**src/design/bump_index_and_envmap_shade_macros.svh**
```systemverilog
// Assertion macros shared by the bump index and environment map shader.
// Needs clk and rst in scope at the point of use.
`ifndef BUMP_INDEX_AND_ENVMAP_SHADE_MACROS_SVH
`define BUMP_INDEX_AND_ENVMAP_SHADE_MACROS_SVH

// Same-cycle implication, disabled during reset
`define BIE_ASSERT_IMP(label, ante, cons, msg) \
  label: assert property (@(posedge clk) disable iff (rst) (ante) |-> (cons)) else $error(msg);

// Next-cycle implication, disabled during reset
`define BIE_ASSERT_NXT(label, ante, cons, msg) \
  label: assert property (@(posedge clk) disable iff (rst) (ante) |=> (cons)) else $error(msg);

`endif

```
**src/design/bie_pkg.sv**
```systemverilog
// Shared types, codes and constants of the bump index / environment map shader.
// No dependencies.
package bie_pkg;

  localparam int ADDR_W = 16;
  localparam int BYTE_W = 8;
  localparam int CFG_IDX_W = 8;

  // Item opcodes
  localparam logic [1:0] OP_LOAD  = 2'd0;
  localparam logic [1:0] OP_BUILD = 2'd1;
  localparam logic [1:0] OP_LIGHT = 2'd2;
  localparam logic [1:0] OP_SHADE = 2'd3;

  // Configuration register indexes
  localparam logic [CFG_IDX_W-1:0] REG_LIGHT_OFFSET = 8'd0;
  localparam logic [CFG_IDX_W-1:0] REG_BUMP_PRESENT = 8'd1;

  // Result kinds
  localparam logic KIND_BUMP  = 1'b0;
  localparam logic KIND_SHADE = 1'b1;

  // Shared unit operations
  localparam logic [2:0] ALU_NOP  = 3'd0;
  localparam logic [2:0] ALU_LOAD = 3'd1;
  localparam logic [2:0] ALU_ADD  = 3'd2;
  localparam logic [2:0] ALU_SUB  = 3'd3;
  localparam logic [2:0] ALU_BIAS = 3'd4;
  localparam logic [2:0] ALU_DIV3 = 3'd5;

  // Operand selects
  localparam logic [2:0] OPN_RED    = 3'd0;
  localparam logic [2:0] OPN_GREEN  = 3'd1;
  localparam logic [2:0] OPN_BLUE   = 3'd2;
  localparam logic [2:0] OPN_X      = 3'd3;
  localparam logic [2:0] OPN_Y      = 3'd4;
  localparam logic [2:0] OPN_HDATA  = 3'd5;
  localparam logic [2:0] OPN_BDATA  = 3'd6;
  localparam logic [2:0] OPN_OFFSET = 3'd7;

  // Height neighbour selects
  localparam logic [2:0] NB_SELF  = 3'd0;
  localparam logic [2:0] NB_RIGHT = 3'd1;
  localparam logic [2:0] NB_LEFT  = 3'd2;
  localparam logic [2:0] NB_DOWN  = 3'd3;
  localparam logic [2:0] NB_UP    = 3'd4;

  // Slope bias and divide-by-three reciprocal (exact for sums up to 765)
  localparam logic [ADDR_W-1:0] BIAS_C = 16'd128;
  localparam int SUM_W = 10;
  localparam logic [SUM_W-1:0] DIV3_MUL = 10'd683;
  localparam int DIV3_SHIFT = 11;

  typedef struct packed {
    logic [2:0] alu_op;
    logic [2:0] opnd;
    logic       h_rd;
    logic       h_wr;
    logic [2:0] h_nb;
    logic       b_rd;
    logic       b_wr;
    logic       l_rd;
    logic       l_wr;
    logic       l_acc;
    logic       save_bx;
    logic       emit;
    logic       kind;
    logic       zero;
  } bie_ctrl_t;

  // Address offset of a height neighbour; addresses wrap over the whole store
  function automatic logic [ADDR_W-1:0] nb_offset(input logic [2:0] nb);
    logic [ADDR_W-1:0] off;
    unique case (nb)
      NB_RIGHT: off = 16'h0001;
      NB_LEFT:  off = 16'hffff;
      NB_DOWN:  off = 16'h0100;
      NB_UP:    off = 16'hff00;
      default:  off = 16'h0000;
    endcase
    return off;
  endfunction

endpackage

```
**src/design/bie_seq.sv**
```systemverilog
// Sequencer: steps each item through the shared unit and the three stores.
// Depends on bie_pkg and the assertion macro header.
`include "bump_index_and_envmap_shade_macros.svh"

module bie_seq
  import bie_pkg::*;
(
  input  logic       clk,
  input  logic       rst,
  input  logic       start,
  input  logic [1:0] opcode,
  input  logic       bump_present,
  output logic       busy,
  output bie_ctrl_t  ctrl
);

  localparam logic [4:0] ST_IDLE    = 5'd0;
  localparam logic [4:0] ST_LD_R    = 5'd1;
  localparam logic [4:0] ST_LD_G    = 5'd2;
  localparam logic [4:0] ST_LD_B    = 5'd3;
  localparam logic [4:0] ST_LD_DIV  = 5'd4;
  localparam logic [4:0] ST_LD_WR   = 5'd5;
  localparam logic [4:0] ST_LT_WR   = 5'd6;
  localparam logic [4:0] ST_BD_1    = 5'd7;
  localparam logic [4:0] ST_BD_2    = 5'd8;
  localparam logic [4:0] ST_BD_3    = 5'd9;
  localparam logic [4:0] ST_BD_4    = 5'd10;
  localparam logic [4:0] ST_BD_5    = 5'd11;
  localparam logic [4:0] ST_BD_6    = 5'd12;
  localparam logic [4:0] ST_BD_7    = 5'd13;
  localparam logic [4:0] ST_SH_1    = 5'd14;
  localparam logic [4:0] ST_SH_2    = 5'd15;
  localparam logic [4:0] ST_SH_3    = 5'd16;
  localparam logic [4:0] ST_SH_4    = 5'd17;
  localparam logic [4:0] ST_SH_ZERO = 5'd18;

  logic [4:0] state;
  logic [4:0] state_next;

  assign busy = (state != ST_IDLE);

  // state register
  always_ff @(posedge clk) begin
    if (rst) begin
      state <= ST_IDLE;
    end else begin
      state <= state_next;
    end
  end

  // per-state control; heights arrive in the cycle after their read
  always_comb begin
    ctrl       = '0;
    state_next = state;
    unique case (state)
      ST_IDLE: begin
        if (start) begin
          unique case (opcode)
            OP_LOAD:  state_next = ST_LD_R;
            OP_BUILD: state_next = ST_BD_1;
            OP_LIGHT: state_next = ST_LT_WR;
            default:  state_next = bump_present ? ST_SH_1 : ST_SH_ZERO;
          endcase
        end
      end
      // height load: sum of channels, then divide by three
      ST_LD_R: begin
        ctrl.alu_op = ALU_LOAD;
        ctrl.opnd   = OPN_RED;
        state_next  = ST_LD_G;
      end
      ST_LD_G: begin
        ctrl.alu_op = ALU_ADD;
        ctrl.opnd   = OPN_GREEN;
        state_next  = ST_LD_B;
      end
      ST_LD_B: begin
        ctrl.alu_op = ALU_ADD;
        ctrl.opnd   = OPN_BLUE;
        state_next  = ST_LD_DIV;
      end
      ST_LD_DIV: begin
        ctrl.alu_op = ALU_DIV3;
        state_next  = ST_LD_WR;
      end
      ST_LD_WR: begin
        ctrl.h_wr  = 1'b1;
        ctrl.h_nb  = NB_SELF;
        state_next = ST_IDLE;
      end
      // light byte write
      ST_LT_WR: begin
        ctrl.l_wr  = 1'b1;
        state_next = ST_IDLE;
      end
      // build: bx from right/left, by from down/up
      ST_BD_1: begin
        ctrl.alu_op = ALU_BIAS;
        ctrl.opnd   = OPN_X;
        ctrl.h_rd   = 1'b1;
        ctrl.h_nb   = NB_RIGHT;
        state_next  = ST_BD_2;
      end
      ST_BD_2: begin
        ctrl.alu_op = ALU_ADD;
        ctrl.opnd   = OPN_HDATA;
        ctrl.h_rd   = 1'b1;
        ctrl.h_nb   = NB_LEFT;
        state_next  = ST_BD_3;
      end
      ST_BD_3: begin
        ctrl.alu_op = ALU_SUB;
        ctrl.opnd   = OPN_HDATA;
        ctrl.h_rd   = 1'b1;
        ctrl.h_nb   = NB_DOWN;
        state_next  = ST_BD_4;
      end
      ST_BD_4: begin
        ctrl.save_bx = 1'b1;
        ctrl.alu_op  = ALU_BIAS;
        ctrl.opnd    = OPN_Y;
        state_next   = ST_BD_5;
      end
      ST_BD_5: begin
        ctrl.alu_op = ALU_ADD;
        ctrl.opnd   = OPN_HDATA;
        ctrl.h_rd   = 1'b1;
        ctrl.h_nb   = NB_UP;
        state_next  = ST_BD_6;
      end
      ST_BD_6: begin
        ctrl.alu_op = ALU_SUB;
        ctrl.opnd   = OPN_HDATA;
        state_next  = ST_BD_7;
      end
      ST_BD_7: begin
        ctrl.b_wr  = 1'b1;
        ctrl.emit  = 1'b1;
        ctrl.kind  = KIND_BUMP;
        state_next = ST_IDLE;
      end
      // shade: index plus scroll, then light lookup
      ST_SH_1: begin
        ctrl.b_rd   = 1'b1;
        ctrl.alu_op = ALU_LOAD;
        ctrl.opnd   = OPN_OFFSET;
        state_next  = ST_SH_2;
      end
      ST_SH_2: begin
        ctrl.alu_op = ALU_ADD;
        ctrl.opnd   = OPN_BDATA;
        state_next  = ST_SH_3;
      end
      ST_SH_3: begin
        ctrl.l_rd  = 1'b1;
        ctrl.l_acc = 1'b1;
        state_next = ST_SH_4;
      end
      ST_SH_4: begin
        ctrl.emit  = 1'b1;
        ctrl.kind  = KIND_SHADE;
        state_next = ST_IDLE;
      end
      ST_SH_ZERO: begin
        ctrl.emit  = 1'b1;
        ctrl.kind  = KIND_SHADE;
        ctrl.zero  = 1'b1;
        state_next = ST_IDLE;
      end
      default: begin
        state_next = ST_IDLE;
      end
    endcase
  end

  `BIE_ASSERT_NXT(a_accept_leaves_idle, (state == ST_IDLE) && start, state != ST_IDLE, "accepted item did not start")
  `BIE_ASSERT_NXT(a_emit_ends_item, ctrl.emit, state == ST_IDLE, "result not at end of item")
  `BIE_ASSERT_IMP(a_one_store_access, 1'b1, $onehot0({ctrl.h_rd, ctrl.h_wr, ctrl.b_rd, ctrl.b_wr, ctrl.l_rd, ctrl.l_wr}), "two store accesses in one cycle")
  `BIE_ASSERT_NXT(a_shade_gated, (state == ST_IDLE) && start && (opcode == OP_SHADE) && !bump_present, state == ST_SH_ZERO, "shade without bump map read stores")

endmodule

```
**config.mk**
```make
export PLATFORM = sky130hd
export DESIGN_NAME = bie_seq
export DESIGN_NICKNAME = d
export VERILOG_FILES = /design/src/design/bie_pkg.sv /design/src/design/bie_seq.sv
export VERILOG_INCLUDE_DIRS = /design/src /design/src/design
export SDC_FILE = /design/constraint.sdc
export NUM_CORES = 1
export LEC_CHECK = 0
export ABC_CLOCK_PERIOD_IN_PS = 1850
export BUFFER_PORTS_ARGS = -buffer_cell sky130_fd_sc_hd__buf_2
export CAP_MARGIN = 5
export CORE_MARGIN = 8
export CORE_UTILIZATION = 43
export DETAILED_ROUTE_END_ITERATION = 10
export PLACE_DENSITY = 0.71
export SLEW_MARGIN = 20
export SYNTH_ARGS = -nofsm -noshare
export SYNTH_HDL_FRONTEND = slang
export SYNTH_SLANG_ARGS = --single-unit
```
**constraint.sdc**
```tcl
create_clock -name clk -period 1.85 [get_ports clk]
set_input_delay 0.37 -clock clk [delete_from_list [all_inputs] [get_ports clk]]
set_output_delay 0.37 -clock clk [all_outputs]
set_load 0.02 [all_outputs]
```
==> summary.md, run 1 <==
| Metric | Value |
|---|---|
| TritonCTS clock tree | `done` |
| Vias in the first global route | `815` |
| Post-Syn Nets | `113` |
| Leading area contributor after synthesis | `dfxtp_1` |
| First-pass GRT wire length | `3546 um` |
| Tmin final | `1781 ps` |
| DRT Pass-1 Iters | `4` |
| #FFs+latches synth | `5` |
| Layout net count | `144` |
| Buffers on Ports | `26` |
| Initial antenna violation count | `0` |
| YS warnings | `0` |
| Starting DRC count in detailed routing | `18` |
| P_leak | `0.4416 nW` |
| Syn-to-layout area delta | `30.94%` |
| Ys async rst share | `0%` |
| Critical Path RT | `1480 ps` |
| Top Ports | `27` |
| RSZ-0062 raised after global routing | `no` |
| GR Overflow Total | `0` |
| Maximum clock rate | `561.6 MHz` |
| Via density | `5.523` |
| Most used flip-flop cell after synthesis | `dfxtp_1` |
| Post-Syn Area | `732.0 um2` |
| Largest net degree at the start of global routing | `21` |
| PwrDens | `1635 mW/mm2` |
| Critical Path Max Stage Delay | `300 ps` |
| Final Wtd Congestion | `0.8612` |
| Most common cell in the synthesized netlist | `nor2_1` |
| Actual slew at the worst max-slew pin | `453.3 ps` |
| Post-cts hold buffer count | `0` |
| Crit path cell chain | `buf_4 -> nand2b_4 -> nor2_1 -> or2_1 -> buf_2` |
| Finished Cell Area | `958.4 um2` |
| DR WL/cell | `13.26 um` |
| # Max-Cap Violations | `0` |
| CTS clock-pin slew for the worst setup and hold paths | `40 ps` |
| Post-synthesis cell count | `104` |
| Worst skew pair latency | `250 ps` |
| Top Registers | `state (5)` |
| Sink Count | `5` |
| DRC viols | `0` |
| Biggest register | `state` |
| # setup viols final | `0` |
| Max FFs per register | `5` |
| Diode count | `0` |
| Filler Cells Inserted | `153` |
| Vert. Die Dim | `57.26 um` |
| Relative slew margins | `69.50%` |
| Crit-path max FO | `20` |
| Inserted Clock Buffers | `3` |
| Most frequent cells after synthesis | `11 x nor2_1, 10 x a21oi_1, 9 x nand2_1` |
| Detail Route Antenna Nets | `0` |
| Max VDD drop | `0.0007298 V` |
| Worst Path Arrival | `1410 ps` |
| Die width | `57.26 um` |
| # rows | `15` |
| Crit. End Element | `primary output` |
| Run status | `finished, final reports clean` |
| Dpl cell area | `905.9 um2` |
| Syn_area_per_cell | `7.038 um2` |
| Layout cells sized above 1 | `43.28%` |
| Yosys cell types | `38` |
| Area contributors post-synth | `dfxtp_1 14%, a21oi_1 6.8%, nor2_1 5.6%` |
| Total Wirelength | `2002 um` |
| Core area | `0.001670 mm2` |
| Final TNS setup | `0 ps` |
| Gr usage total | `12.83%` |
| Dpl hpwl | `1544 um` |
| Setup Skew | `1.239 ps` |
| Clk root buf | `clkbuf_4` |
| Via count | `834` |
| Sequential area share after synthesis | `13.68%` |
| Number of synthesized flops with an enable pin | `0` |
| CP max stage cell | `dfxtp_1` |
| Yosys top cell area share | `13.68%` |
| Setup CP Type | `reg2out` |
| H-tree Lvls | `1` |
| Maximum clock path buffer count | `2` |
| Worst setup SP type | `flip-flop` |
| Die Area | `0.003278 mm2` |
| Final slew viol count | `0` |
| Final period utilization | `96.25%` |
| Initial Utilization | `43.82%` |
| Final Hold Violating Endpoints | `0` |
| Min-Delay Path Class | `in2reg` |
-- critical path: cells and delay by family (launching register included) --
family / cells / cell delay, ps
buffers and inverters: 2 / 390
flip-flops: 1 / 300
AND/OR/NAND/NOR: 3 / 480
-- routing by layer --
metal,GRT usage [%],wire length [um],up-vias
met5,0,0,-
met4,6.071,22,0
met3,4.036,145,2
met2,21.74,930,29
met1,14.12,903,379
li1,-,-,424
-- final timing paths --
kind | startpoint | to | slack [ps] | cells after the start
setup reg to reg | state[2]$_SDFFE_PP0P_ | state[0]$_SDFFE_PP0P_ | 350 | 4
hold reg to reg | state[4]$_SDFFE_PP0P_ | state[1]$_SDFFE_PP0P_ | 660 | 2
hold / removal | rst | state[2]$_SDFFE_PP0P_ | 430 | 4
setup / recovery | state[4]$_SDFFE_PP0P_ | ctrl[2] | 70 | 5
-- power breakdown --
group          total, mW  internal [mW]  switching (mW)
combinational       1.16          0.504           0.657
sequential         0.276          0.166           0.110
clock              0.130         0.0818          0.0486
total               1.57          0.751           0.816
-- cell type report --
class                   instances  area, um2  share of cell area (%)
inverters                       4      15.01                   1.567
repair buffers                 37      212.7                   22.19
multi-input cells              84      570.5                   59.53
well taps                      17      21.27                   2.219
flip-flops and latches          5      112.6                   11.75
clock buffers                   4      26.28                   2.742
-- per-stage QoR --
step	cells	util (%)	setup WS [ps]	hold WS (ps)	power, mW
floorplan	104	-	49.47	591.8	1.079
global placement	147	54.23	207.7	630.0	1.345
global route	151	57.38	3.423	462.5	1.711
finish	151	57.38	69.46	434.4	1.567
detailed placement	147	54.23	192.9	644.8	1.372
CTS	151	56.10	30.19	437.7	1.525
-- what timing repair did --
item,in CTS,in global routing
buffers inserted,0,0
pin swaps,0,0
setup endpoints to repair,10,7
gates resized for setup,4,6
-- logic make-up (layout without fill, tap and decap cells) --
family,Yosys count,in the layout,share of synthesized area (%)
AO/OA/AOI/OAI,26,26,23.59
XOR/XNOR,2,2,2.394
adder cells (fa/ha/maj),3,3,5.129
buffers and inverters,15,45,11.62
flip-flops,5,5,13.68
multiplexers,2,2,2.735
AND/OR/NAND/NOR,51,51,40.86
-- layout by cell type (no fill, tap or decap), drive strengths merged, types with 2 or more instances in the layout --
master and instances:
buf 37, nor2 11, a21oi 10, nand2 10, nor3 9, nand2b 7, o21ai 6, dfxtp 5
inv 4, clkbuf 4, nor2b 4, ha 3, nor4 3, mux2i 2, xnor2 2, o22a 2
No activity file was read; power rests on OpenSTA's default activity.
==> run 2: changes to the inputs <==
Settings changed: ABC_AREA set to 1, PLACE_DENSITY 0.71 to 0.74.
==> summary.md, run 2 <==
| Metric | Value |
|---|---|
| Relative slew margins | `84.84%` |
| Setup Skew | `2.784 ps` |
| Worst skew pair latency | `240 ps` |
| Actual slew at the worst max-slew pin | `227.1 ps` |
| Top Ports | `27` |
| Core area | `0.001318 mm2` |
| Dpl hpwl | `1590 um` |
| Run status | `finished, final reports clean` |
| Most frequent cells after synthesis | `36 x nor2_1, 21 x nand2_1, 18 x inv_1` |
| # rows | `13` |
| Detail Route Antenna Nets | `0` |
| Syn-to-layout area delta | `30.75%` |
| Final Wtd Congestion | `0.9018` |
| Critical Path RT | `1480 ps` |
| Top Registers | `state (5)` |
| Vias in the first global route | `725` |
| H-tree Lvls | `1` |
| Worst setup SP type | `flip-flop` |
| Biggest register | `state` |
| Layout cells sized above 1 | `34.69%` |
| Ys async rst share | `0%` |
| Clk root buf | `clkbuf_4` |
| # Max-Cap Violations | `0` |
| Yosys cell types | `18` |
| Most frequent cells in the layout | `35 x nor2_1, 26 x buf_2, 21 x nand2_1` |
| Most used flip-flop cell after synthesis | `dfxtp_1` |
| PwrDens | `1400 mW/mm2` |
| Initial Utilization | `46.63%` |
| Final slew viol count | `0` |
| Starting DRC count in detailed routing | `26` |
| CTS clock-pin slew for the worst setup and hold paths | `40 ps` |
| Inserted Clock Buffers | `3` |
| Vert. Die Dim | `53.80 um` |
| Post-Syn Nets | `126` |
| Post-cts hold buffer count | `0` |
| Wire length on met2 | `864 um` |
| Die Area | `0.002894 mm2` |
| Gr usage total | `13.41%` |
| Wl on met1 | `741 um` |
| Max Used Layer | `met4` |
| Final TNS setup | `0 ps` |
| Syn_area_per_cell | `5.251 um2` |
| Tmin final | `1734 ps` |
| Via count | `810` |
| Met3 WL | `209 um` |
| RSZ-0062 raised after global routing | `no` |
| Worst Path Arrival | `1360 ps` |
| Area contributors post-synth | `nor2_1 22%, dfxtp_1 16%, nand2_1 13%` |
| Yosys top cell area share | `22.00%` |
| Die width | `53.80 um` |
| Max FFs per register | `5` |
| Setup CP Type | `reg2out` |
| Post-Route Utilization | `60.97%` |
| DR WL/cell | `11.33 um` |
| Maximum clock rate | `576.7 MHz` |
| Final Hold Violating Endpoints | `0` |
| Layout net count | `157` |
| Commonest non-fill, non-tap cell in the layout | `nor2_1` |
| Sink Count | `5` |
| DRT Pass-1 Iters | `4` |
| TritonCTS clock tree | `done` |
| Max VDD drop | `0.0008196 V` |
| Largest net degree at the start of global routing | `8` |
| Leading area contributor after synthesis | `nor2_1` |
| Post-synthesis cell count | `117` |
| Post-Syn Area | `614.3 um2` |
| Via density | `5.000` |
| DRC viols | `0` |
| Worst Reg-to-Reg Cells | `7` |
| Crit. End Element | `primary output` |
| WHS Path Cells | `2` |
| GR Overflow Total | `0` |
| First-pass GRT wire length | `2987 um` |
| Maximum clock path buffer count | `2` |
| Crit-path max FO | `6` |
| Number of synthesized flops with an enable pin | `0` |
| #FFs+latches synth | `5` |
| Initial antenna violation count | `0` |
| Buffers on Ports | `26` |
| Diode count | `0` |
| Sequential area share after synthesis | `16.29%` |
| Total Wirelength | `1836 um` |
| # setup viols final | `0` |
| Min-Delay Path Class | `in2reg` |
| P_leak | `0.5072 nW` |
| Most common cell in the synthesized netlist | `nor2_1` |
| Final period utilization | `93.72%` |
| YS warnings | `0` |
[run 2: cell types whose count changed after synthesis, sizes merged, moves of 3 or more]
cell	change
nand2	+15
nand3	+11
a21oi	-9
inv	+18
nor4	-3
nor2	+30
nor2b	-4
nand2b	-7
buf	-9
o21ai	-3
nor3	-8
[run 2: repair_timing]
| action | in CTS | in global routing |
|---|---|---|
| setup endpoints to repair | 1 | 8 |
| buffers inserted | 0 | 0 |
| resized for setup | 1 | 6 |
[run 2: per-stage QoR]
step / instances / hold slack (ps) / area (um2) / setup WS (ps) / total power, mW
global route: 162 / 317.5 / 803.3 / 7.448 / 1.236
floorplan: 117 / 441.5 / 614.3 / 258.6 / 0.7741
finish: 162 / 311.2 / 803.3 / 116.1 / 1.124
global placement: 158 / 558.2 / 763.2 / 270.0 / 0.9779
CTS: 162 / 307.6 / 790.8 / 42.37 / 1.120
detailed placement: 158 / 564.3 / 763.2 / 261.0 / 0.9893
[run 2: kinds of logic after synthesis]
logic type      synth area share (%)
simple gates                   57.43
buf+inv                        14.66
flops                          16.29
fa+ha+maj                      6.111
compound gates                 5.499
[run 2: where the power goes]
part	internal (mW)	leakage, nW	switching [mW]	total [mW]
clock network	0.0813	0.0150	0.0409	0.122
registers	0.148	0.0430	0.0542	0.203
logic	0.260	0.449	0.540	0.799
[run 2: layout make-up]
cell class              instances  area, um2
flip-flops and latches          5      106.4
multi-input cells              89      431.7
inverters                      22      82.58
fillers                       139      514.2
well taps                      15      18.77
repair buffers                 27      137.6
clock buffers                   4      26.28
[run 2: critical path, stage by stage (launching register included)]
cell and delay [ps]:
dfxtp_2 330, inv_2 110, nand3_1 130, nor2_1 170, inv_1 100, o21ai_0 90
buf_2 190
[run 2: worst paths after layout]
check | from | end | slack (ps)
max | state[4]$_SDFFE_PP0P_ | ctrl[9] | 120
min | rst | state[4]$_SDFFE_PP0P_ | 310
max reg2reg | state[4]$_SDFFE_PP0P_ | state[1]$_SDFFE_PP0P_ | 590
min reg2reg | state[4]$_SDFFE_PP0P_ | state[0]$_SDFFE_PP0P_ | 690
[run 2: layer usage]
layer	GRT usage, %	vias to the layer above
li1	-	419
met1	14.09	354
met2	23.36	33
met3	4.683	4
met4	6.303	0
met5	0	-
