==> src/design/bump_index_and_envmap_shade_macros.svh <==
// Assertion macros shared by the bump index and environment map shader.
// Needs clk and rst in scope at the point of use.
`ifndef BUMP_INDEX_AND_ENVMAP_SHADE_MACROS_SVH
`define BUMP_INDEX_AND_ENVMAP_SHADE_MACROS_SVH

// Same-cycle implication, disabled during reset
`define BIE_ASSERT_IMP(label, ante, cons, msg) \
  label: assert property (@(posedge clk) disable iff (rst) (ante) |-> (cons)) else $error(msg);

// Next-cycle implication, disabled during reset
`define BIE_ASSERT_NXT(label, ante, cons, msg) \
  label: assert property (@(posedge clk) disable iff (rst) (ante) |=> (cons)) else $error(msg);

`endif

==> src/design/bie_pkg.sv <==
// Shared types, codes and constants of the bump index / environment map shader.
// No dependencies.
package bie_pkg;

  localparam int ADDR_W = 16;
  localparam int BYTE_W = 8;
  localparam int CFG_IDX_W = 8;

  // Item opcodes
  localparam logic [1:0] OP_LOAD  = 2'd0;
  localparam logic [1:0] OP_BUILD = 2'd1;
  localparam logic [1:0] OP_LIGHT = 2'd2;
  localparam logic [1:0] OP_SHADE = 2'd3;

  // Configuration register indexes
  localparam logic [CFG_IDX_W-1:0] REG_LIGHT_OFFSET = 8'd0;
  localparam logic [CFG_IDX_W-1:0] REG_BUMP_PRESENT = 8'd1;

  // Result kinds
  localparam logic KIND_BUMP  = 1'b0;
  localparam logic KIND_SHADE = 1'b1;

  // Shared unit operations
  localparam logic [2:0] ALU_NOP  = 3'd0;
  localparam logic [2:0] ALU_LOAD = 3'd1;
  localparam logic [2:0] ALU_ADD  = 3'd2;
  localparam logic [2:0] ALU_SUB  = 3'd3;
  localparam logic [2:0] ALU_BIAS = 3'd4;
  localparam logic [2:0] ALU_DIV3 = 3'd5;

  // Operand selects
  localparam logic [2:0] OPN_RED    = 3'd0;
  localparam logic [2:0] OPN_GREEN  = 3'd1;
  localparam logic [2:0] OPN_BLUE   = 3'd2;
  localparam logic [2:0] OPN_X      = 3'd3;
  localparam logic [2:0] OPN_Y      = 3'd4;
  localparam logic [2:0] OPN_HDATA  = 3'd5;
  localparam logic [2:0] OPN_BDATA  = 3'd6;
  localparam logic [2:0] OPN_OFFSET = 3'd7;

  // Height neighbour selects
  localparam logic [2:0] NB_SELF  = 3'd0;
  localparam logic [2:0] NB_RIGHT = 3'd1;
  localparam logic [2:0] NB_LEFT  = 3'd2;
  localparam logic [2:0] NB_DOWN  = 3'd3;
  localparam logic [2:0] NB_UP    = 3'd4;

  // Slope bias and divide-by-three reciprocal (exact for sums up to 765)
  localparam logic [ADDR_W-1:0] BIAS_C = 16'd128;
  localparam int SUM_W = 10;
  localparam logic [SUM_W-1:0] DIV3_MUL = 10'd683;
  localparam int DIV3_SHIFT = 11;

  typedef struct packed {
    logic [2:0] alu_op;
    logic [2:0] opnd;
    logic       h_rd;
    logic       h_wr;
    logic [2:0] h_nb;
    logic       b_rd;
    logic       b_wr;
    logic       l_rd;
    logic       l_wr;
    logic       l_acc;
    logic       save_bx;
    logic       emit;
    logic       kind;
    logic       zero;
  } bie_ctrl_t;

  // Address offset of a height neighbour; addresses wrap over the whole store
  function automatic logic [ADDR_W-1:0] nb_offset(input logic [2:0] nb);
    logic [ADDR_W-1:0] off;
    unique case (nb)
      NB_RIGHT: off = 16'h0001;
      NB_LEFT:  off = 16'hffff;
      NB_DOWN:  off = 16'h0100;
      NB_UP:    off = 16'hff00;
      default:  off = 16'h0000;
    endcase
    return off;
  endfunction

endpackage

==> src/design/bie_alu.sv <==
// Shared accumulator unit: load, add, subtract, bias-minus and divide by three.
// Depends on bie_pkg.
module bie_alu
  import bie_pkg::*;
(
  input  logic              clk,
  input  logic [2:0]        op,
  input  logic [ADDR_W-1:0] opnd,
  output logic [ADDR_W-1:0] acc
);

  logic [2*SUM_W-1:0] prod;
  logic [ADDR_W-1:0]  acc_next;

  // reciprocal multiply for the channel average
  assign prod = acc[SUM_W-1:0] * DIV3_MUL;

  always_comb begin
    unique case (op)
      ALU_LOAD: acc_next = opnd;
      ALU_ADD:  acc_next = acc + opnd;
      ALU_SUB:  acc_next = acc - opnd;
      ALU_BIAS: acc_next = BIAS_C - opnd;
      ALU_DIV3: acc_next = ADDR_W'(prod[2*SUM_W-1:DIV3_SHIFT]);
      default:  acc_next = acc;
    endcase
  end

  always_ff @(posedge clk) begin
    acc <= acc_next;
  end

endmodule

==> config.mk <==
export PLATFORM = sky130hd
export DESIGN_NAME = bie_alu
export DESIGN_NICKNAME = d
export VERILOG_FILES = /design/src/design/bump_index_and_envmap_shade_macros.svh /design/src/design/bie_pkg.sv /design/src/design/bie_alu.sv
export SDC_FILE = /design/constraint.sdc
export NUM_CORES = 1
export LEC_CHECK = 0
export ABC_AREA = 1
export BUFFER_PORTS_ARGS = -buffer_cell sky130_fd_sc_hd__buf_4
export CORE_UTILIZATION = 55
export CTS_CLUSTER_DIAMETER = 200
export DETAILED_ROUTE_END_ITERATION = 8
export PLACE_DENSITY = 0.71
export SYNTH_ARGS = -nofsm -noshare
export SYNTH_HDL_FRONTEND = slang
export SYNTH_SLANG_ARGS = --single-unit
==> constraint.sdc <==
create_clock -name clk -period 7.8 [get_ports clk]
set_input_delay 1.56 -clock clk [delete_from_list [all_inputs] [get_ports clk]]
set_output_delay 1.56 -clock clk [all_outputs]
set_load 0.005 [all_outputs]
==> results of run 1 <==
## cell usage in the layout, fill, tap and decap left out, types with 3 or more instances in the layout
cell type	count
sky130_fd_sc_hd__a21oi_1	37
sky130_fd_sc_hd__nand4_1	13
sky130_fd_sc_hd__or2_2	5
sky130_fd_sc_hd__a21oi_2	4
sky130_fd_sc_hd__o21ai_1	4
sky130_fd_sc_hd__nand3b_1	4
sky130_fd_sc_hd__buf_4	37
sky130_fd_sc_hd__nand3_2	4
sky130_fd_sc_hd__ha_1	90
sky130_fd_sc_hd__or2_1	3
sky130_fd_sc_hd__nand2_1	160
sky130_fd_sc_hd__a31oi_1	6
sky130_fd_sc_hd__edfxtp_1	16
sky130_fd_sc_hd__fa_1	24
sky130_fd_sc_hd__clkbuf_8	3
sky130_fd_sc_hd__o21bai_1	8
sky130_fd_sc_hd__nor2_1	52
sky130_fd_sc_hd__a21o_1	8
sky130_fd_sc_hd__or2_0	3
sky130_fd_sc_hd__nand3_1	65
sky130_fd_sc_hd__nand2_2	4
sky130_fd_sc_hd__a21boi_0	4
sky130_fd_sc_hd__o21ai_0	15
sky130_fd_sc_hd__nor3_1	5
sky130_fd_sc_hd__inv_1	120
## stage by stage
stage / setup slack (ps) / utilization [%] / area (um2)
after floorplan: 3800 / - / 4570
after global placement: 3310 / 62.7 / 4950
after detailed placement: 3290 / 62.7 / 4950
after CTS: 3260 / 63.3 / 4990
after global routing: 2920 / 63.3 / 4990
final: 3140 / 63.3 / 4990
## final timing paths
kind                 from       to  slack, ps  depth (start not counted)
hold reg to reg   acc[15]  acc[15]        830                          4
hold / removal    acc[15]  acc[15]        830                          4
setup / recovery   acc[1]   acc[4]       3140                         17
setup reg to reg   acc[1]   acc[4]       3140                         17
## worst register-to-register path, cell delays in order, from the launching register on
cell and delay [ps]:
sky130_fd_sc_hd__edfxtp_1 550, sky130_fd_sc_hd__ha_1 430, sky130_fd_sc_hd__inv_1 80, sky130_fd_sc_hd__fa_1 480, sky130_fd_sc_hd__fa_1 510, sky130_fd_sc_hd__inv_1 50
sky130_fd_sc_hd__fa_1 450, sky130_fd_sc_hd__ha_1 310, sky130_fd_sc_hd__ha_1 350, sky130_fd_sc_hd__nand2_1 120, sky130_fd_sc_hd__nor2_1 150, sky130_fd_sc_hd__nand3b_1 110
sky130_fd_sc_hd__nand3_1 170, sky130_fd_sc_hd__nand2_1 140, sky130_fd_sc_hd__nand2_1 90, sky130_fd_sc_hd__nand2_1 50, sky130_fd_sc_hd__nand3_1 230, sky130_fd_sc_hd__nand4_1 130
## cells by family after synthesis
| family | after synthesis | synth area share, % |
|---|---|---|
| AOI/OAI and AO/OA | 93 | 12.3 |
| xor gates and xnor gates | 2 | 0.383 |
| adders and majority gates | 114 | 35.1 |
| buffers and inverters | 127 | 10.8 |
| DFF | 16 | 10.5 |
| and+or+nand+nor | 321 | 30.9 |
## per-layer routing
layer	share of wire, %	track usage (%)
met5	0	0
met1	45	43.9
met4	3.1	8.85
met2	44	50.8
met3	8.4	5.53
## cell type report
| cell class | instances | area share (%) |
|---|---|---|
| inverters | 123 | 9.25 |
| clock inverters | 1 | 0.0752 |
| flip-flops and latches | 16 | 9.63 |
| repair buffers | 37 | 5.57 |
| multi-input cells | 530 | 72.1 |
| clock buffers | 3 | 0.827 |
| well taps | 102 | 2.56 |
==> Flow_metrics.wiki, run 1 <==
{| class="wikitable"
! Metric !! Value
|-
| Mean post-synth cell area || 6.80 um2
|-
| Initial Util || 58.0%
|-
| Antenna violations before repair || 0
|-
| Number of sinks handled by clock tree synthesis || 16
|-
| Gates resized, CTS repair || 0
|-
| Ys flop type || sky130_fd_sc_hd__edfxtp_1
|-
| Post-DR wirelength/cell || 16.5 um
|-
| Die width || 93.2 um
|-
| Headroom to the max-slew limit || 48.1%
|-
| Core Footprint || 7890 um2
|-
| Number of CTS-inserted buffers || 3
|-
| Worst Setup Start Kind || register
|-
| Slew at the pin closest to its max-slew limit || 778 ps
|-
| Unrepaired setup endpoints after global routing || false
|-
| EDFF count, synth || 16
|-
| Layout cells sized above 1 || 8.87%
|-
| Vert. Die Dim || 93.2 um
|-
| Clock network latency to the later pin of the worst-skew pair || 270 ps
|-
| Maximum number of pins on one net before global-route repair || 17
|-
| Post-CTS setup buffer count || 0
|-
| Most frequent cell on the critical path || sky130_fd_sc_hd__nand2_1
|-
| Worst path max stage delay || 550 ps
|-
| Top achievable clock speed || 215 MHz
|-
| Minimum clock period || 4660 ps
|-
| CTS Hold Buffers Added || 0
|-
| Most area-hungry cell type in the Yosys netlist || sky130_fd_sc_hd__ha_1
|-
| WP data arrival || 4650 ps
|-
| Detailed Route Iter0 Violations || 349
|-
| Clock tree from TritonCTS || yes
|-
| Area grow syn2layout || 9.11%
|-
| Clock Tree Buf Depth || 2
|-
| Worst path required time || 7800 ps
|-
| Portion of the clock cycle consumed by the worst path in the final layout || 59.7%
|-
| Post-DP HPWL || 11300 um
|-
| Vias post-DR || 4696
|-
| Flip-flop count of the largest register after layout || 16
|-
| Number of maximum-capacitance violations || 0
|-
| Final hold violations || 0
|-
| CP Cell Sequence || ha_1, inv_1, fa_1, fa_1, inv_1, fa_1, ha_1, ha_1, nand2_1, nor2_1, nand3b_1, nand3_1, nand2_1, nand2_1, nand2_1, nand3_1, nand4_1
|-
| Nets || 845
|-
| Fraction of the yosys area taken by sequential cells || 10.5%
|-
| Placed cell count || 808
|-
| Clock-pin slew on the worst setup and hold paths || 80 ps
|-
| Total Negative Setup Slacks || 0 ps
|-
| Distinct cell type count of the synthesized netlist || 38
|-
| Worst-case clock skew || 2.52 ps
|-
| Combined area of the multi-input logic cells || 3600 um2
|-
| Post-synthesis async set-or-reset flop share || 0%
|-
| Root cell of the clock tree || sky130_fd_sc_hd__clkbuf_8
|-
| Dominant cell by count in the synthesized netlist || sky130_fd_sc_hd__nand2_1
|-
| Register name with the most flops || acc
|-
| Total of fill cells in the finished design || 742
|-
| Inserted Diodes || 0
|-
| Row count || 32
|-
| Number of routed nets with antenna violations || 0
|-
| Port-buffer cells || 35
|-
| Most frequent cells after synthesis || sky130_fd_sc_hd__nand2_1, sky130_fd_sc_hd__inv_1, sky130_fd_sc_hd__ha_1
|-
| Register cell area after layout || 480 um2
|-
| Fraction of post-synthesis cell area in the top cell type by area || 24.6%
|-
| Netlist area before placement || 4570 um2
|-
| Critical path start-end classification || register to register
|-
| Via count normalized by instance count || 5.78
|-
| Total Routing Usage GR || 31.8%
|-
| Total die area || 8690 um2
|-
| Total nets after synthesis || 807
|-
| Number of levels in the clock H-tree || 1
|-
| Cell with the biggest individual delay on the critical path || sky130_fd_sc_hd__edfxtp_1
|-
| Min-Delay Path Class || register to register
|-
| Wire length of the first global-routing pass || 21400 um
|-
| Synth warn || 0
|-
| Gp weighted congestion || 0.952
|-
| Post-synthesis sequential element count || 16
|-
| Maximum fanout along the worst path || 9
|-
| Final instance count without filler cells || 812
|-
| Number of buffers and inverters on the critical path || 2
|-
| Count of boundary I/O pins || 36
|-
| Largest registers ranked by flip-flop count || acc x16
|-
| Kind of capture point of the worst setup path || register
|-
| CP top delay family || adder cells
|-
| Outcome || finished clean
|-
| WHS || 833 ps
|-
| Overall overflow remaining after global route || 0
|-
| Final count of pins violating max slew || 0
|-
| Drt pass-1 iters || 5
|-
| Cell count after synthesis || 673
|-
| Cells taking the most area after synthesis || sky130_fd_sc_hd__ha_1, sky130_fd_sc_hd__nand2_1, sky130_fd_sc_hd__fa_1
|-
| DRC errors left || 0
|-
| Vias in the first global route || 4406
|-
| Number of endpoints failing setup at the final stage || 0
|-
| Drt total wl || 13400 um
|}
Power of run 1 is left out: the tool's default activity adds up to more than one toggle a clock period on the data nets, which glitch-free logic cannot reach.
==> run 2, diff against run 1 <==
- clock period: 7.8 -> 4.7 ns (I/O delays scaled with it)
==> run 2 against run 1 <==
Against the previous run:
- clock skew increased by 8.4 ps
- final cell count up 1.2%
- setup slack got worse by 2900 ps
- critical endpoint is now acc[6]
- global-route usage increased by 0.46 points
- highest routed layer unchanged
- wire length down 2.3%
- non-clock buffer count increased by 10
==> Flow_metrics.wiki, run 2 (synthesis gave the netlist of run 1 again) <==
{| class="wikitable"
! Metric !! Value
|-
| Number of endpoints failing setup at the final stage || 0 (unchanged)
|-
| Initial Util || 58.0% (unchanged)
|-
| Minimum clock period || 4480 ps (-172 ps)
|-
| Drt total wl || 13100 um (-2.3%)
|-
| Vias post-DR || 4672 (-0.51%)
|-
| Worst path required time || 4720 ps (-3080 ps)
|-
| Drt pass-1 iters || 5 (unchanged)
|-
| Cell with the biggest individual delay on the critical path || sky130_fd_sc_hd__edfxtp_1
|-
| Maximum number of pins on one net before global-route repair || 17 (unchanged)
|-
| Top library cells by usage in the layout, fill and taps aside || sky130_fd_sc_hd__nand2_1, sky130_fd_sc_hd__inv_1, sky130_fd_sc_hd__ha_1
|-
| CP Cell Sequence || ha_1, inv_1, fa_1, fa_1, inv_1, fa_1, ha_1, ha_1, nand2_1, inv_1, a21oi_2, nor3_1, nor2_1, nand2_1, nand2_1, nand3_1, nand4_1
|-
| Gp weighted congestion || 1.00 (+5.2%)
|-
| Number of sinks handled by clock tree synthesis || 16 (unchanged)
|-
| Clock Tree Buf Depth || 2 (unchanged)
|-
| WP data arrival || 4500 ps (-150 ps)
|-
| Worst path max stage delay || 520 ps (-30 ps)
|-
| Flip-flop count of the largest register after layout || 16 (unchanged)
|-
| Critical path start-end classification || register to register
|-
| Nets || 855 (+1.2%)
|-
| Port-buffer cells || 35 (unchanged)
|-
| Core Footprint || 7890 um2 (unchanged)
|-
| Inserted Diodes || 0 (unchanged)
|-
| Clock network latency to the later pin of the worst-skew pair || 270 ps (about the same)
|-
| Clock-pin slew on the worst setup and hold paths || 90 ps (about the same)
|-
| Wire length of the first global-routing pass || 21900 um (+2.1%)
|-
| Die width || 93.2 um (unchanged)
|-
| Final count of pins violating max slew || 0 (unchanged)
|-
| DRC errors left || 0 (unchanged)
|-
| Layout cells sized above 1 || 10.4% (+1.5 points)
|-
| Worst-case clock skew || 10.9 ps (+8.37 ps)
|-
| Antenna violations before repair || 0 (unchanged)
|-
| Count of boundary I/O pins || 36 (unchanged)
|-
| Maximum fanout along the worst path || 6 (-3)
|-
| Unrepaired setup endpoints after global routing || false
|-
| Vias in the first global route || 4498 (+2.1%)
|-
| Root cell of the clock tree || sky130_fd_sc_hd__clkbuf_8
|-
| Worst Setup Start Kind || register
|-
| Row count || 32 (unchanged)
|-
| Number of routed nets with antenna violations || 0 (unchanged)
|-
| Top achievable clock speed || 223 MHz (+3.8%)
|-
| Overall overflow remaining after global route || 0 (unchanged)
|-
| Total Negative Setup Slacks || 0 ps (unchanged)
|-
| Total die area || 8690 um2 (unchanged)
|-
| Via count normalized by instance count || 5.68 (-1.7%)
|-
| Post-DR wirelength/cell || 16.0 um (-3.4%)
|-
| Total Routing Usage GR || 32.2% (+0.46 points)
|-
| Leading cell type in the layout, fill and taps excluded || sky130_fd_sc_hd__nand2_1
|-
| Outcome || finished clean
|-
| Detailed Route Iter0 Violations || 353 (+1.1%)
|-
| Slew at the pin closest to its max-slew limit || 1240 ps (+463 ps)
|-
| Clock tree from TritonCTS || yes
|-
| CTS Hold Buffers Added || 0 (unchanged)
|-
| Number of levels in the clock H-tree || 1 (unchanged)
|-
| Number of maximum-capacitance violations || 0 (unchanged)
|-
| Headroom to the max-slew limit || 17.0% (-31 points)
|-
| Min-Delay Path Class || register to register
|-
| Number of CTS-inserted buffers || 3 (unchanged)
|-
| Largest registers ranked by flip-flop count || acc x16
|-
| Post-DP HPWL || 11100 um (-1.7%)
|-
| Final hold violations || 0 (unchanged)
|-
| Kind of capture point of the worst setup path || register
|-
| Total of fill cells in the finished design || 746 (+0.54%)
|-
| Register name with the most flops || acc
|-
| Portion of the clock cycle consumed by the worst path in the final layout || 95.4% (+36 points)
|-
| Area grow syn2layout || 10.9%
|-
| Vert. Die Dim || 93.2 um (unchanged)
|}
## run 2: critical path: cells and delay by family, from the launching register on
kind | cells | cell delay (ps)
compound gates | 1 | 80
flops | 1 | 520
buf+inv | 3 | 230
fa+ha+maj | 6 | 2560
simple gates | 7 | 840
## run 2: path summary, 6_finish.rpt
kind            from       to  slack (ps)  cells past startpoint
max           acc[2]   acc[6]         220                     17
min          acc[15]  acc[15]         860                      4
max reg2reg   acc[2]   acc[6]         220                     17
min reg2reg  acc[15]  acc[15]         860                      4
## run 2: what timing repair did
action,CTS,global route
resized for setup,0,3
buffers inserted,0,4
endpoints found under the setup margin,0,4
## run 2: layout make-up
| cell class | instances | area, um2 | area share, % |
|---|---|---|---|
| inverter | 123 | 462 | 9.10 |
| tap | 102 | 128 | 2.52 |
| clock buffer | 3 | 41.3 | 0.814 |
| sequential | 16 | 480 | 9.47 |
| timing repair buffer | 47 | 353 | 6.95 |
| clock inverter | 1 | 3.75 | 0.0740 |
| multi-input combinational | 530 | 3610 | 71.1 |
## run 2: routing by layer
metal	routed length (um)	track usage [%]	vias up
met5	0	0	-
met4	311	7.44	0
met3	929	3.90	28
met2	5630	51.5	191
met1	6250	46.2	2140
li1	-	-	2313
## run 2: through the flow
stage | utilization (%) | hold slack (ps) | cells | setup WS [ps] | area [um2]
floorplan | - | 767 | 673 | 704 | 4570
global placement | 63.3 | 821 | 814 | 155 | 4990
detailed placement | 63.3 | 846 | 814 | 119 | 4990
CTS | 63.8 | 875 | 818 | 95.8 | 5040
global route | 64.3 | 941 | 822 | 17.3 | 5070
finish | 64.3 | 859 | 822 | 215 | 5070
Power of run 2 is left out for the same reason.
==> run 3, diff against run 2 <==
- ABC_AREA: 1 -> not set
- PLACE_DENSITY: 0.71 -> 0.72
==> run 3 against run 2 <==
Against the previous run:
- worst hold slack improved by 46 ps
- global-route usage decreased by 2.2 points
- setup slack got worse by 120 ps
- first-iteration DRC count decreased by 23%
- core utilization increased by 5.4 points
- non-clock buffer count increased by 13
- flip-flop and latch count unchanged
==> Flow_metrics.wiki, run 3 <==
{| class="wikitable"
! Metric !! Value
|-
| Netlist area before placement || 4070 um2 (-11%)
|-
| Count of boundary I/O pins || 36 (unchanged)
|-
| Dominant cell by count in the synthesized netlist || sky130_fd_sc_hd__ha_1
|-
| Wire length of the first global-routing pass || 17400 um (-20%)
|-
| Final count of pins violating max slew || 0 (unchanged)
|-
| Row count || 30 (-6.3%)
|-
| Worst-case clock skew || 7.27 ps (-3.62 ps)
|-
| Headroom to the max-slew limit || 27.0% (+10 points)
|-
| Via count normalized by instance count || 6.12 (+7.8%)
|-
| Clock-pin slew on the worst setup and hold paths || 80 ps (about the same)
|-
| Start point of the critical path || acc[4]
|-
| Core Footprint || 6980 um2 (-11%)
|-
| Largest registers ranked by flip-flop count || acc x16
|-
| Fraction of post-synthesis cell area in the top cell type by area || 27.7% (+3.0 points)
|-
| Leading cell type in the layout, fill and taps excluded || sky130_fd_sc_hd__ha_1
|-
| Number of endpoints failing setup at the final stage || 0 (unchanged)
|-
| CP Cell Sequence || ha_4, inv_1, fa_1, fa_1, inv_1, fa_1, ha_1, ha_1, o21ai_2, nand3b_1, o2111ai_2, a21o_1, a31oi_4, mux2i_1, o221ai_1
|-
| Inserted Diodes || 0 (unchanged)
|-
| Die width || 88.0 um (-5.5%)
|-
| Maximum number of pins on one net before global-route repair || 22 (+5)
|-
| Kind of capture point of the worst setup path || register
|-
| WP data arrival || 4600 ps (+100 ps)
|-
| Number of routed nets with antenna violations || 0 (unchanged)
|-
| Worst path max stage delay || 520 ps (about the same)
|-
| Top library cells by usage in the layout, fill and taps aside || sky130_fd_sc_hd__ha_1, sky130_fd_sc_hd__inv_1, sky130_fd_sc_hd__buf_4
|-
| Distinct cell type count of the synthesized netlist || 56 (+47%)
|-
| Detailed Route Iter0 Violations || 271 (-23%)
|-
| Post-DP HPWL || 9220 um (-17%)
|-
| Clock tree from TritonCTS || yes
|-
| Layout cells sized above 1 || 17.6% (+7.1 points)
|-
| Total die area || 7750 um2 (-11%)
|-
| Slew at the pin closest to its max-slew limit || 1090 ps (-146 ps)
|-
| Outcome || finished clean
|-
| Cells taking the most area after synthesis || sky130_fd_sc_hd__ha_1, sky130_fd_sc_hd__fa_1, sky130_fd_sc_hd__edfxtp_1
|-
| Worst Hold Launch || acc[14]
|-
| Clock Tree Buf Depth || 2 (unchanged)
|-
| Root cell of the clock tree || sky130_fd_sc_hd__clkbuf_8
|-
| Drt total wl || 11500 um (-12%)
|-
| Number of levels in the clock H-tree || 1 (unchanged)
|-
| Minimum clock period || 4610 ps (+123 ps)
|-
| Total nets after synthesis || 601 (-26%)
|-
| Portion of the clock cycle consumed by the worst path in the final layout || 98.0% (+2.6 points)
|-
| Post-DR wirelength/cell || 18.6 um (+17%)
|-
| Number of CTS-inserted buffers || 3 (unchanged)
|-
| R2R Setup Slk || 90 ps (-120 ps)
|-
| Drt pass-1 iters || 6 (+1)
|-
| Reg-to-reg critical path startpoint || acc[4]
|-
| Flip-flop count of the largest register after layout || 16 (unchanged)
|-
| Ys flop type || sky130_fd_sc_hd__edfxtp_1
|-
| Final hold violations || 0 (unchanged)
|-
| Cell count after synthesis || 467 (-31%)
|-
| Critical path start-end classification || register to register
|-
| Number of maximum-capacitance violations || 0 (unchanged)
|-
| Top achievable clock speed || 217 MHz (-2.7%)
|-
| CTS Hold Buffers Added || 0 (unchanged)
|-
| Synth warn || 0 (unchanged)
|-
| Initial Util || 58.3% (+0.30 points)
|-
| Post-synthesis async set-or-reset flop share || 0% (unchanged)
|-
| Total Routing Usage GR || 30.0% (-2.2 points)
|-
| Gp weighted congestion || 0.957 (-4.4%)
|-
| Worst-case setup slack after placement || -46.9 ps (-166 ps)
|-
| Most area-hungry cell type in the Yosys netlist || sky130_fd_sc_hd__ha_1
|-
| Min-Delay Path Class || register to register
|-
| DRC errors left || 0 (unchanged)
|-
| Area grow syn2layout || 19.5%
|-
| Worst path required time || 4700 ps (-20 ps)
|-
| Worst Setup Slack, final || 92.2 ps (-123 ps)
|-
| Port-buffer cells || 35 (unchanged)
|-
| Most frequent cell on the critical path || sky130_fd_sc_hd__fa_1
|-
| Vert. Die Dim || 88.0 um (-5.5%)
|-
| Most frequent cells after synthesis || sky130_fd_sc_hd__ha_1, sky130_fd_sc_hd__inv_1, sky130_fd_sc_hd__a21oi_1
|-
| Worst Setup Start Kind || register
|-
| EDFF count, synth || 16 (unchanged)
|-
| Vias in the first global route || 3542 (-21%)
|-
| Post-synthesis sequential element count || 16 (unchanged)
|-
| Mean post-synth cell area || 8.72 um2 (+28%)
|-
| Register name with the most flops || acc
|-
| Cell with the biggest individual delay on the critical path || sky130_fd_sc_hd__edfxtp_1
|-
| Fraction of the yosys area taken by sequential cells || 11.8% (+1.3 points)
|-
| Overall overflow remaining after global route || 0 (unchanged)
|-
| Vias post-DR || 3797 (-19%)
|-
| Maximum fanout along the worst path || 4 (-2)
|-
| Antenna violations before repair || 0 (unchanged)
|-
| Nets || 660 (-23%)
|-
| Clock network latency to the later pin of the worst-skew pair || 260 ps (about the same)
|-
| Number of sinks handled by clock tree synthesis || 16 (unchanged)
|}
-- run 3: kinds of logic after synthesis --
logic type      synth area share (%)
buf+inv                         6.64
xor+xnor                        6.24
flops                           11.8
fa+ha+maj                       39.5
compound gates                  22.6
mux                            0.492
simple gates                    12.8
-- run 3: path summary, 6_finish.rpt --
path | end | cells after the start
setup / recovery | acc[6] | 15
hold reg to reg | acc[14] | 3
setup reg to reg | acc[6] | 15
hold / removal | acc[14] | 3
-- run 3: metal layers --
layer  part of all wire [%]  vias up  global-route usage, %
met1                     46     1771                   43.3
met2                     45      181                   47.8
met4                    2.2        0                   7.92
met3                    6.7       26                   3.02
met5                      0        -                      0
li1                       -     1819                      -
-- run 3: final cells by class --
| cell class | count | area, um2 |
|---|---|---|
| Tap cell | 96 | 120 |
| Timing Repair Buffer | 60 | 458 |
| Sequential cell | 16 | 480 |
| Fill cell | 552 | 2120 |
| Inverter | 62 | 233 |
| Clock buffer | 3 | 41.3 |
| Multi-Input combinational cell | 383 | 3530 |
-- run 3: metrics by stage --
| stage | util [%] | setup TNS, ps | area [um2] | hold WS [ps] | cells |
|---|---|---|---|---|---|
| after floorplan | - | 0 | 4070 | 812 | 467 |
| after global placement | 65.2 | 0 | 4550 | 877 | 610 |
| after detailed placement | 65.2 | -58.9 | 4550 | 871 | 610 |
| after CTS | 66.1 | -33.2 | 4620 | 921 | 614 |
| after global routing | 69.7 | -104 | 4860 | 956 | 620 |
| final | 69.7 | 0 | 4860 | 905 | 620 |
-- run 3: critical path: cells and delay by family, from the launching register on --
kind / cells / cell delay (ps)
AOI/OAI and AO/OA: 5 / 910
adders and majority gates: 6 / 2410
buffers and inverters: 2 / 100
DFF: 1 / 520
muxes: 1 / 230
and+or+nand+nor: 1 / 140
-- run 3: repair_timing --
item | in CTS | in global routing
pin swaps | 0 | 17
cloned | 0 | 0
buffers inserted | 1 | 6
hold endpoints to repair | 0 | 0
setup endpoints to repair | 3 | 6
resized for setup | 2 | 26
Power of run 3 is left out for the same reason.
